$ cat src/rau_pkg.sv
package rau_pkg;

  localparam int unsigned RAU_OPERAND_WIDTH = 16;
  localparam int unsigned CMD_W = 3;
  localparam int unsigned NUM_W = 33;
  localparam int unsigned DEN_W = 31;

  localparam logic [CMD_W-1:0] CMD_REDUCE = 3'd0;
  localparam logic [CMD_W-1:0] CMD_MAX    = 3'd1;
  localparam logic [CMD_W-1:0] CMD_ADD    = 3'd2;
  localparam logic [CMD_W-1:0] CMD_SUB    = 3'd3;
  localparam logic [CMD_W-1:0] CMD_MUL    = 3'd4;
  localparam logic [CMD_W-1:0] CMD_DIV    = 3'd5;

  typedef enum logic [2:0] {
    S_IDLE,
    S_MUL0,
    S_MUL1,
    S_MUL2,
    S_MUL3,
    S_PREP,
    S_WAIT,
    S_DONE
  } seq_state_e;

  typedef enum logic [2:0] {
    I_IDLE,
    I_GCD,
    I_DIVN,
    I_DIVD,
    I_DONE
  } iter_state_e;

endpackage

$ cat src/rau_iter.sv
module rau_iter #(
  parameter int unsigned PW = 33
) (
  input  logic          clk_i,
  input  logic          rst_ni,
  input  logic          start_i,
  input  logic [PW-1:0] n_i,
  input  logic [PW-1:0] d_i,
  output logic          done_o,
  output logic [PW-1:0] qn_o,
  output logic [PW-1:0] qd_o
);
  import rau_pkg::*;

  localparam int unsigned CW = $clog2(PW + 1);

  iter_state_e state_q, state_d;

  logic [PW-1:0] u_q, v_q, g_q, nsv_q, dsv_q, rem_q, quo_q, qn_q;
  logic [CW-1:0] k_q, cnt_q;
  logic [PW:0]   trial;
  logic [PW:0]   diff;
  logic          take;
  logic          gcd_end;
  logic          div_last;

  assign trial    = {rem_q, quo_q[PW-1]};
  assign diff     = trial - {1'b0, g_q};
  assign take     = !diff[PW];
  assign gcd_end  = (u_q == '0) || (v_q == '0);
  assign div_last = (cnt_q == CW'(PW - 1));

  always_comb begin
    state_d = state_q;
    case (state_q)
      I_IDLE:  if (start_i) state_d = I_GCD;
      I_GCD:   if (gcd_end) state_d = I_DIVN;
      I_DIVN:  if (div_last) state_d = I_DIVD;
      I_DIVD:  if (div_last) state_d = I_DONE;
      I_DONE:  state_d = I_IDLE;
      default: state_d = I_IDLE;
    endcase
  end

  always_comb begin
    done_o = 1'b0;
    case (state_q)
      I_DONE:  done_o = 1'b1;
      default: done_o = 1'b0;
    endcase
  end

  assign qn_o = qn_q;
  assign qd_o = quo_q;

  always_ff @(posedge clk_i or negedge rst_ni) begin
    if (!rst_ni) begin
      state_q <= I_IDLE;
    end else begin
      state_q <= state_d;
    end
  end

  always_ff @(posedge clk_i) begin
    case (state_q)
      I_IDLE: begin
        u_q   <= n_i;
        v_q   <= d_i;
        nsv_q <= n_i;
        dsv_q <= d_i;
        k_q   <= '0;
      end
      I_GCD: begin
        if (gcd_end) begin
          g_q   <= (u_q == '0) ? (v_q << k_q) : (u_q << k_q);
          rem_q <= '0;
          quo_q <= nsv_q;
          cnt_q <= '0;
        end else if (!u_q[0] && !v_q[0]) begin
          u_q <= u_q >> 1;
          v_q <= v_q >> 1;
          k_q <= k_q + 1'b1;
        end else if (!u_q[0]) begin
          u_q <= u_q >> 1;
        end else if (!v_q[0]) begin
          v_q <= v_q >> 1;
        end else if (u_q >= v_q) begin
          u_q <= u_q - v_q;
        end else begin
          v_q <= v_q - u_q;
        end
      end
      I_DIVN, I_DIVD: begin
        if (div_last && state_q == I_DIVN) begin
          qn_q  <= {quo_q[PW-2:0], take};
          rem_q <= '0;
          quo_q <= dsv_q;
          cnt_q <= '0;
        end else begin
          rem_q <= take ? diff[PW-1:0] : trial[PW-1:0];
          quo_q <= {quo_q[PW-2:0], take};
          cnt_q <= cnt_q + 1'b1;
        end
      end
      default: begin
        k_q <= k_q;
      end
    endcase
  end

endmodule

$ cat src/rational_arithmetic_unit.sv
// Rational arithmetic unit: pulse start_i while busy_o is low to hand in a command and two
// signed fractions; busy_o stays high until the reduced result has been shown. The result
// appears for exactly one cycle with valid_o high and is not held, so the receiver must
// take it in that cycle. A command with a zero denominator or a zero result numerator goes
// through four products on the shared multiplier, one state to form the fraction and one to
// show it. Any other command computes the same four products on the shared multiplier, then
// a binary gcd on the shift/subtract unit (one step a cycle) and two bit-serial divisions
// by the gcd, one quotient bit a cycle, before the reduced result is shown.
module rational_arithmetic_unit #(
  parameter int unsigned OPERAND_WIDTH = rau_pkg::RAU_OPERAND_WIDTH
) (
  input  logic                                 clk_i,
  input  logic                                 rst_ni,
  input  logic                                 start_i,
  output logic                                 busy_o,
  input  logic [rau_pkg::CMD_W-1:0]            cmd_i,
  input  logic signed [OPERAND_WIDTH-1:0]      a_num_i,
  input  logic signed [OPERAND_WIDTH-1:0]      a_den_i,
  input  logic signed [OPERAND_WIDTH-1:0]      b_num_i,
  input  logic signed [OPERAND_WIDTH-1:0]      b_den_i,
  output logic                                 valid_o,
  output logic signed [rau_pkg::NUM_W-1:0]     res_num_o,
  output logic [rau_pkg::DEN_W-1:0]            res_den_o,
  output logic                                 zero_den_error_o
);
  import rau_pkg::*;

  localparam int unsigned W  = OPERAND_WIDTH;
  localparam int unsigned MW = 2 * W;
  localparam int unsigned PW = 2 * W + 1;
  localparam int unsigned XW = (PW > NUM_W) ? PW : NUM_W;

  seq_state_e state_q, state_d;

  logic [CMD_W-1:0] cmd_q;
  logic [W-1:0]     an_q, ad_q, bn_q, bd_q;
  logic             ans_q, ads_q, bns_q, bds_q;
  logic [MW-1:0]    xm_q, ym_q, pd_q, pn_q;
  logic [W-1:0]     mul_a, mul_b;
  logic [MW-1:0]    prod;
  logic             accept;
  logic             iter_go;
  logic             iter_done;
  logic [PW-1:0]    qn, qd;

  logic             sa, sb, is_red, err, yneg, gt;
  logic [PW-1:0]    rn, rd;
  logic             rneg;
  logic             neg_q;
  logic [NUM_W-1:0] res_num_q;
  logic [DEN_W-1:0] res_den_q;
  logic             err_q;
  logic [XW-1:0]    ext_n, ext_d;

  function automatic logic [W-1:0] mag(input logic [W-1:0] x);
    mag = x[W-1] ? (~x + 1'b1) : x;
  endfunction

  assign accept = start_i && (state_q == S_IDLE);

  always_comb begin
    state_d = state_q;
    case (state_q)
      S_IDLE:  if (start_i) state_d = S_MUL0;
      S_MUL0:  state_d = S_MUL1;
      S_MUL1:  state_d = S_MUL2;
      S_MUL2:  state_d = S_MUL3;
      S_MUL3:  state_d = S_PREP;
      S_PREP:  state_d = (err || rn == '0) ? S_DONE : S_WAIT;
      S_WAIT:  if (iter_done) state_d = S_DONE;
      S_DONE:  state_d = S_IDLE;
      default: state_d = S_IDLE;
    endcase
  end

  always_comb begin
    busy_o  = 1'b1;
    valid_o = 1'b0;
    iter_go = 1'b0;
    mul_a   = an_q;
    mul_b   = bd_q;
    case (state_q)
      S_IDLE: busy_o = 1'b0;
      S_MUL1: begin
        mul_a = bn_q;
        mul_b = ad_q;
      end
      S_MUL2: begin
        mul_a = ad_q;
        mul_b = bd_q;
      end
      S_MUL3: begin
        mul_a = an_q;
        mul_b = bn_q;
      end
      S_PREP: iter_go = !(err || rn == '0);
      S_DONE: valid_o = 1'b1;
      default: busy_o = 1'b1;
    endcase
  end

  assign prod = MW'(mul_a) * MW'(mul_b);

  always_comb begin
    sa     = (ans_q != ads_q) && (an_q != '0);
    sb     = (bns_q != bds_q) && (bn_q != '0);
    is_red = (cmd_q == CMD_REDUCE) || (cmd_q > CMD_DIV);
    if (is_red) begin
      err = (ad_q == '0);
    end else begin
      err = (ad_q == '0) || (bd_q == '0) || ((cmd_q == CMD_DIV) && (bn_q == '0));
    end
    yneg = sb ^ (cmd_q == CMD_SUB);
    if (sa != sb) begin
      gt = sb;
    end else if (sa) begin
      gt = xm_q < ym_q;
    end else begin
      gt = xm_q > ym_q;
    end
    rn   = PW'(an_q);
    rd   = PW'(ad_q);
    rneg = sa;
    if (!is_red) begin
      case (cmd_q)
        CMD_MAX: begin
          if (!gt) begin
            rn   = PW'(bn_q);
            rd   = PW'(bd_q);
            rneg = sb;
          end
        end
        CMD_ADD, CMD_SUB: begin
          rd = PW'(pd_q);
          if (sa == yneg) begin
            rn   = PW'(xm_q) + PW'(ym_q);
            rneg = sa;
          end else if (xm_q >= ym_q) begin
            rn   = PW'(xm_q - ym_q);
            rneg = sa;
          end else begin
            rn   = PW'(ym_q - xm_q);
            rneg = yneg;
          end
          if (rn == '0) rneg = 1'b0;
        end
        CMD_MUL: begin
          rn   = PW'(pn_q);
          rd   = PW'(pd_q);
          rneg = (sa != sb) && (pn_q != '0);
        end
        default: begin
          rn   = PW'(xm_q);
          rd   = PW'(ym_q);
          rneg = (sa != sb) && (xm_q != '0);
        end
      endcase
    end
  end

  assign ext_n = XW'(qn);
  assign ext_d = XW'(qd);

  rau_iter #(
    .PW(PW)
  ) u_iter (
    .clk_i   (clk_i),
    .rst_ni  (rst_ni),
    .start_i (iter_go),
    .n_i     (rn),
    .d_i     (rd),
    .done_o  (iter_done),
    .qn_o    (qn),
    .qd_o    (qd)
  );

  always_ff @(posedge clk_i or negedge rst_ni) begin
    if (!rst_ni) begin
      state_q <= S_IDLE;
    end else begin
      state_q <= state_d;
    end
  end

  always_ff @(posedge clk_i) begin
    if (accept) begin
      cmd_q <= cmd_i;
      an_q  <= mag(a_num_i);
      ad_q  <= mag(a_den_i);
      bn_q  <= mag(b_num_i);
      bd_q  <= mag(b_den_i);
      ans_q <= a_num_i[W-1];
      ads_q <= a_den_i[W-1];
      bns_q <= b_num_i[W-1];
      bds_q <= b_den_i[W-1];
    end
    case (state_q)
      S_MUL0: xm_q <= prod;
      S_MUL1: ym_q <= prod;
      S_MUL2: pd_q <= prod;
      S_MUL3: pn_q <= prod;
      S_PREP: begin
        neg_q <= rneg;
        if (err) begin
          res_num_q <= '0;
          res_den_q <= '0;
          err_q     <= 1'b1;
        end else if (rn == '0) begin
          res_num_q <= '0;
          res_den_q <= DEN_W'(1);
          err_q     <= 1'b0;
        end
      end
      S_WAIT: begin
        if (iter_done) begin
          res_num_q <= neg_q ? NUM_W'(~ext_n + 1'b1) : NUM_W'(ext_n);
          res_den_q <= DEN_W'(ext_d);
          err_q     <= 1'b0;
        end
      end
      default: begin
        neg_q <= neg_q;
      end
    endcase
  end

  assign res_num_o        = res_num_q;
  assign res_den_o        = res_den_q;
  assign zero_den_error_o = err_q;

  a_valid_then_free: assert property (@(posedge clk_i) disable iff (!rst_ni)
    valid_o |=> !busy_o) else $error("busy after result");
  a_start_busy: assert property (@(posedge clk_i) disable iff (!rst_ni)
    (start_i && !busy_o) |=> (busy_o && !valid_o)) else $error("start not taken");
  a_err_zero: assert property (@(posedge clk_i) disable iff (!rst_ni)
    (valid_o && zero_den_error_o) |-> (res_num_o == '0 && res_den_o == '0))
    else $error("error result not zero");
  a_valid_busy: assert property (@(posedge clk_i) disable iff (!rst_ni)
    valid_o |-> busy_o) else $error("result while idle");

endmodule

$ cat config.mk
export PLATFORM = sky130hd
export DESIGN_NAME = rational_arithmetic_unit
export DESIGN_NICKNAME = d
export VERILOG_FILES = /design/src/rau_pkg.sv /design/src/rau_iter.sv /design/src/rational_arithmetic_unit.sv
export SDC_FILE = /design/constraint.sdc
export NUM_CORES = 2
export LEC_CHECK = 0
export BUFFER_PORTS_ARGS = -buffer_cell sky130_fd_sc_hd__buf_4
export CAP_MARGIN = 20
export CORE_UTILIZATION = 50
export DETAILED_ROUTE_END_ITERATION = 10
export PLACE_DENSITY = 0.66
export SYNTH_ARGS = -nofsm -noshare
export SYNTH_HDL_FRONTEND = slang
export SYNTH_SLANG_ARGS = --single-unit
$ cat constraint.sdc
create_clock -name clk_i -period 26.4 [get_ports clk_i]
set_input_delay 6.6 -clock clk_i [delete_from_list [all_inputs] [get_ports clk_i]]
set_output_delay 6.6 -clock clk_i [all_outputs]
set_load 0.01 [all_outputs]
==> flow_summary.ini <==
[sta]
finalSetupViolCount = 0
relSlewSlack = 0.0877
rsz0062_at_grt = no
max_freq_ghz = 0.111
tightest_slew_ns = 1.35
period_needed_ns = 8.98
hold_violations = 0
drv_slew = 0
period_share = 0.340
clock-skew-final_ns = 0.0357
tns_ns = 0

[logic_synthesis]
avgSynthCellArea_um2 = 9.49
synth-compound-area-share = 0.163
yosysWarnings = 0
synthCells = 4817
synth_top_family_by_area = adder cells
synth_top_area_cell = edfxtp_1
synthDistinctLibCells = 104
async_reset_ff_frac = 0.0110
synthXorXnorAreaFrac = 0.0509
synthSimpleGateAreaFrac = 0.143
syn_nets = 5395
syn_area_um2 = 45700
synth-edff-count = 540
synth-adder-area-share = 0.172
synth_top_cell_area_share = 0.355
synth.area.top_cells = edfxtp_1, fa_1, ha_1, mux2i_1, nor2_1
ys.flop_type = edfxtp_1
synthMuxAreaShare = 0.0526
synth_seq_area_share = 0.358
ys_ff_latch = 546

[clock_tree]
clk_path_buf_depth = 3
clkSinkCount = 546
ctsResizeCount = 0
cts_hold_buffers = 0
post_cts_buffers = 0
path_clk_slew_ns = 0.06
worstSkewPairLatency_ns = 0.67
cts_buffers = 61
cts_tree = yes
root_buffer = clkbuf_16
h-tree-depth = 2

[finish]
layout-drive-gt1-share = 0.0868
syn_to_final_growth_pct = 9.36
fillers = 8149
final_nets = 5436

[setup_path]
max_stage_delay_ns = 0.56
crit_slowest_cell = dfrtp_1
cp.buffers_inverters = 7
arrival_ns = 9.42
critPathKind = reg2reg
required_ns = 26.84
r2r-end = ym_q[30]
reg2reg_slack_ns = 17.42
critPathCaptureType = flop
reg2reg_from = state_q[2]
startpoint = state_q[2]
cp_top_family = adder cells
cp-start-kind = flop
worstPathMaxFanout = 58
crit_top_cell = fa_1
rr_worst_depth = 30

[route]
drtIter0Drc = 4653
wl_per_cell_um = 24.9
wl_mm = 152
via_count = 37700
ant_nets = 0
firstDrtPassIters = 9
via_per_inst = 6.18
drcViolationCount = 3

[floorplanning]
coreArea_um2 = 90300
chipHeight_um = 304
fp.dieW_um = 304
rows = 110
io_pins = 137
initial_core_util = 0.506
dieArea_um2 = 92600

[grt]
grt_overflow_total = 0
grt_usage = 0.322
grt_max_degree = 86
grt_pass1_wl_mm = 226
antenna_found_initial = 6
grt_pass1_vias = 36100

[hold_path]
worst_hold_path.endpoint = u_iter.qn_o[15]
hold_class = reg2reg
hp-start = u_iter.qd_o[14]
hold_depth = 0

[placed_design]
dp_hpwl_mm = 118
io_buffers = 136
routabilityCongestion = 1.01

[job]
max-cap-violations = 0

[run_status]
outcome = finished, violations left
violations = DRC
-- worst register-to-register path, delay by kind of cell (launching register included) --
family	cells	cell delay [ns]
fa+ha+maj	7	3.33
xor+xnor	1	0.21
simple gates	5	0.64
buf+inv	7	1.21
compound gates	10	2.82
flops	1	0.56
-- state kept, by name (all words and copies together) (netlist names), 33 cells and up --
name	count
res_num_o	33
u_iter.g_q	33
u_iter.nsv_q	33
u_iter.qd_o	33
u_iter.qn_o	33
u_iter.rem_q	33
u_iter.u_q	33
u_iter.v_q	33
-- metal layers --
layer,track usage,part of all wire
met3,0.0692,0.10
met5,0,0.00026
met1,0.437,0.41
met4,0.140,0.052
met2,0.498,0.43
-- how the worst max path moves through the flow --
stage | end | slack [ns] | cells after the start
after detailed placement | xm_q[30] | 17.31 | 28
after global placement | pn_q[30] | 17.46 | 28
after floorplan | ad_q[0] | 16.32 | 2
after CTS | ym_q[30] | 17.28 | 28
after global routing | ym_q[30] | 16.80 | 30
final | ym_q[30] | 17.42 | 30
-- cells in the final DEF, fill, tap and decap left out, types with 53 or more instances in the layout --
master	count
xnor2_1	184
ha_1	308
a21oi_1	311
nand2_1	421
fa_1	200
nor2_1	490
a211oi_1	56
edfxtp_1	540
inv_1	468
o21ai_0	265
nor4_1	55
a221oi_1	53
and2_1	58
buf_4	212
nor3_1	85
mux2i_1	204
a21o_1	67
clkbuf_16	61
xor2_1	76
-- cell type report --
cell class	count	area, um2	share of cell area
multi-input cells	3559	26700	0.534
flip-flops and latches	546	16400	0.327
inverters	475	1780	0.0357
repair buffers	215	1650	0.0329
clock buffers	74	1580	0.0315
well taps	1176	1470	0.0294
clock inverters	40	433	0.00866
diodes	5	12.5	0.000250
-- synthesized netlist by cell type, drive strengths merged, types with 59 or more instances --
cell type and instances:
a211oi 59, a21o 67, a21oi 319, and2 59
buf 74, clkbuf 163, edfxtp 540, fa 200
ha 308, inv 473, mux2i 205, nand2 423
nor2 498, nor3 89, nor4 65, o21ai 290
xnor2 187, xor2 77
-- stage by stage --
step / cell area, um2 / utilization / setup slack, ns / instances / hold slack, ns
floorplan: 45700 / - / 16.32 / 4817 / 0.426
global placement: 47900 / 0.530 / 17.46 / 5965 / 0.461
detailed placement: 47900 / 0.530 / 17.31 / 5966 / 0.460
CTS: 49900 / 0.553 / 17.28 / 6080 / 0.469
global route: 50000 / 0.553 / 16.80 / 6086 / 0.495
finish: 50000 / 0.554 / 17.42 / 6090 / 0.459
-- logic make-up after synthesis --
group / count (synthesis)
adders and majority gates: 508
buffers and inverters: 712
and+or+nand+nor: 1416
xor gates and xnor gates: 264
muxes: 233
DFF: 546
AOI/OAI and AO/OA: 1138
Power is left out: the tool's default activity adds up to more than one toggle a clock period on the data nets, which glitch-free logic cannot reach.
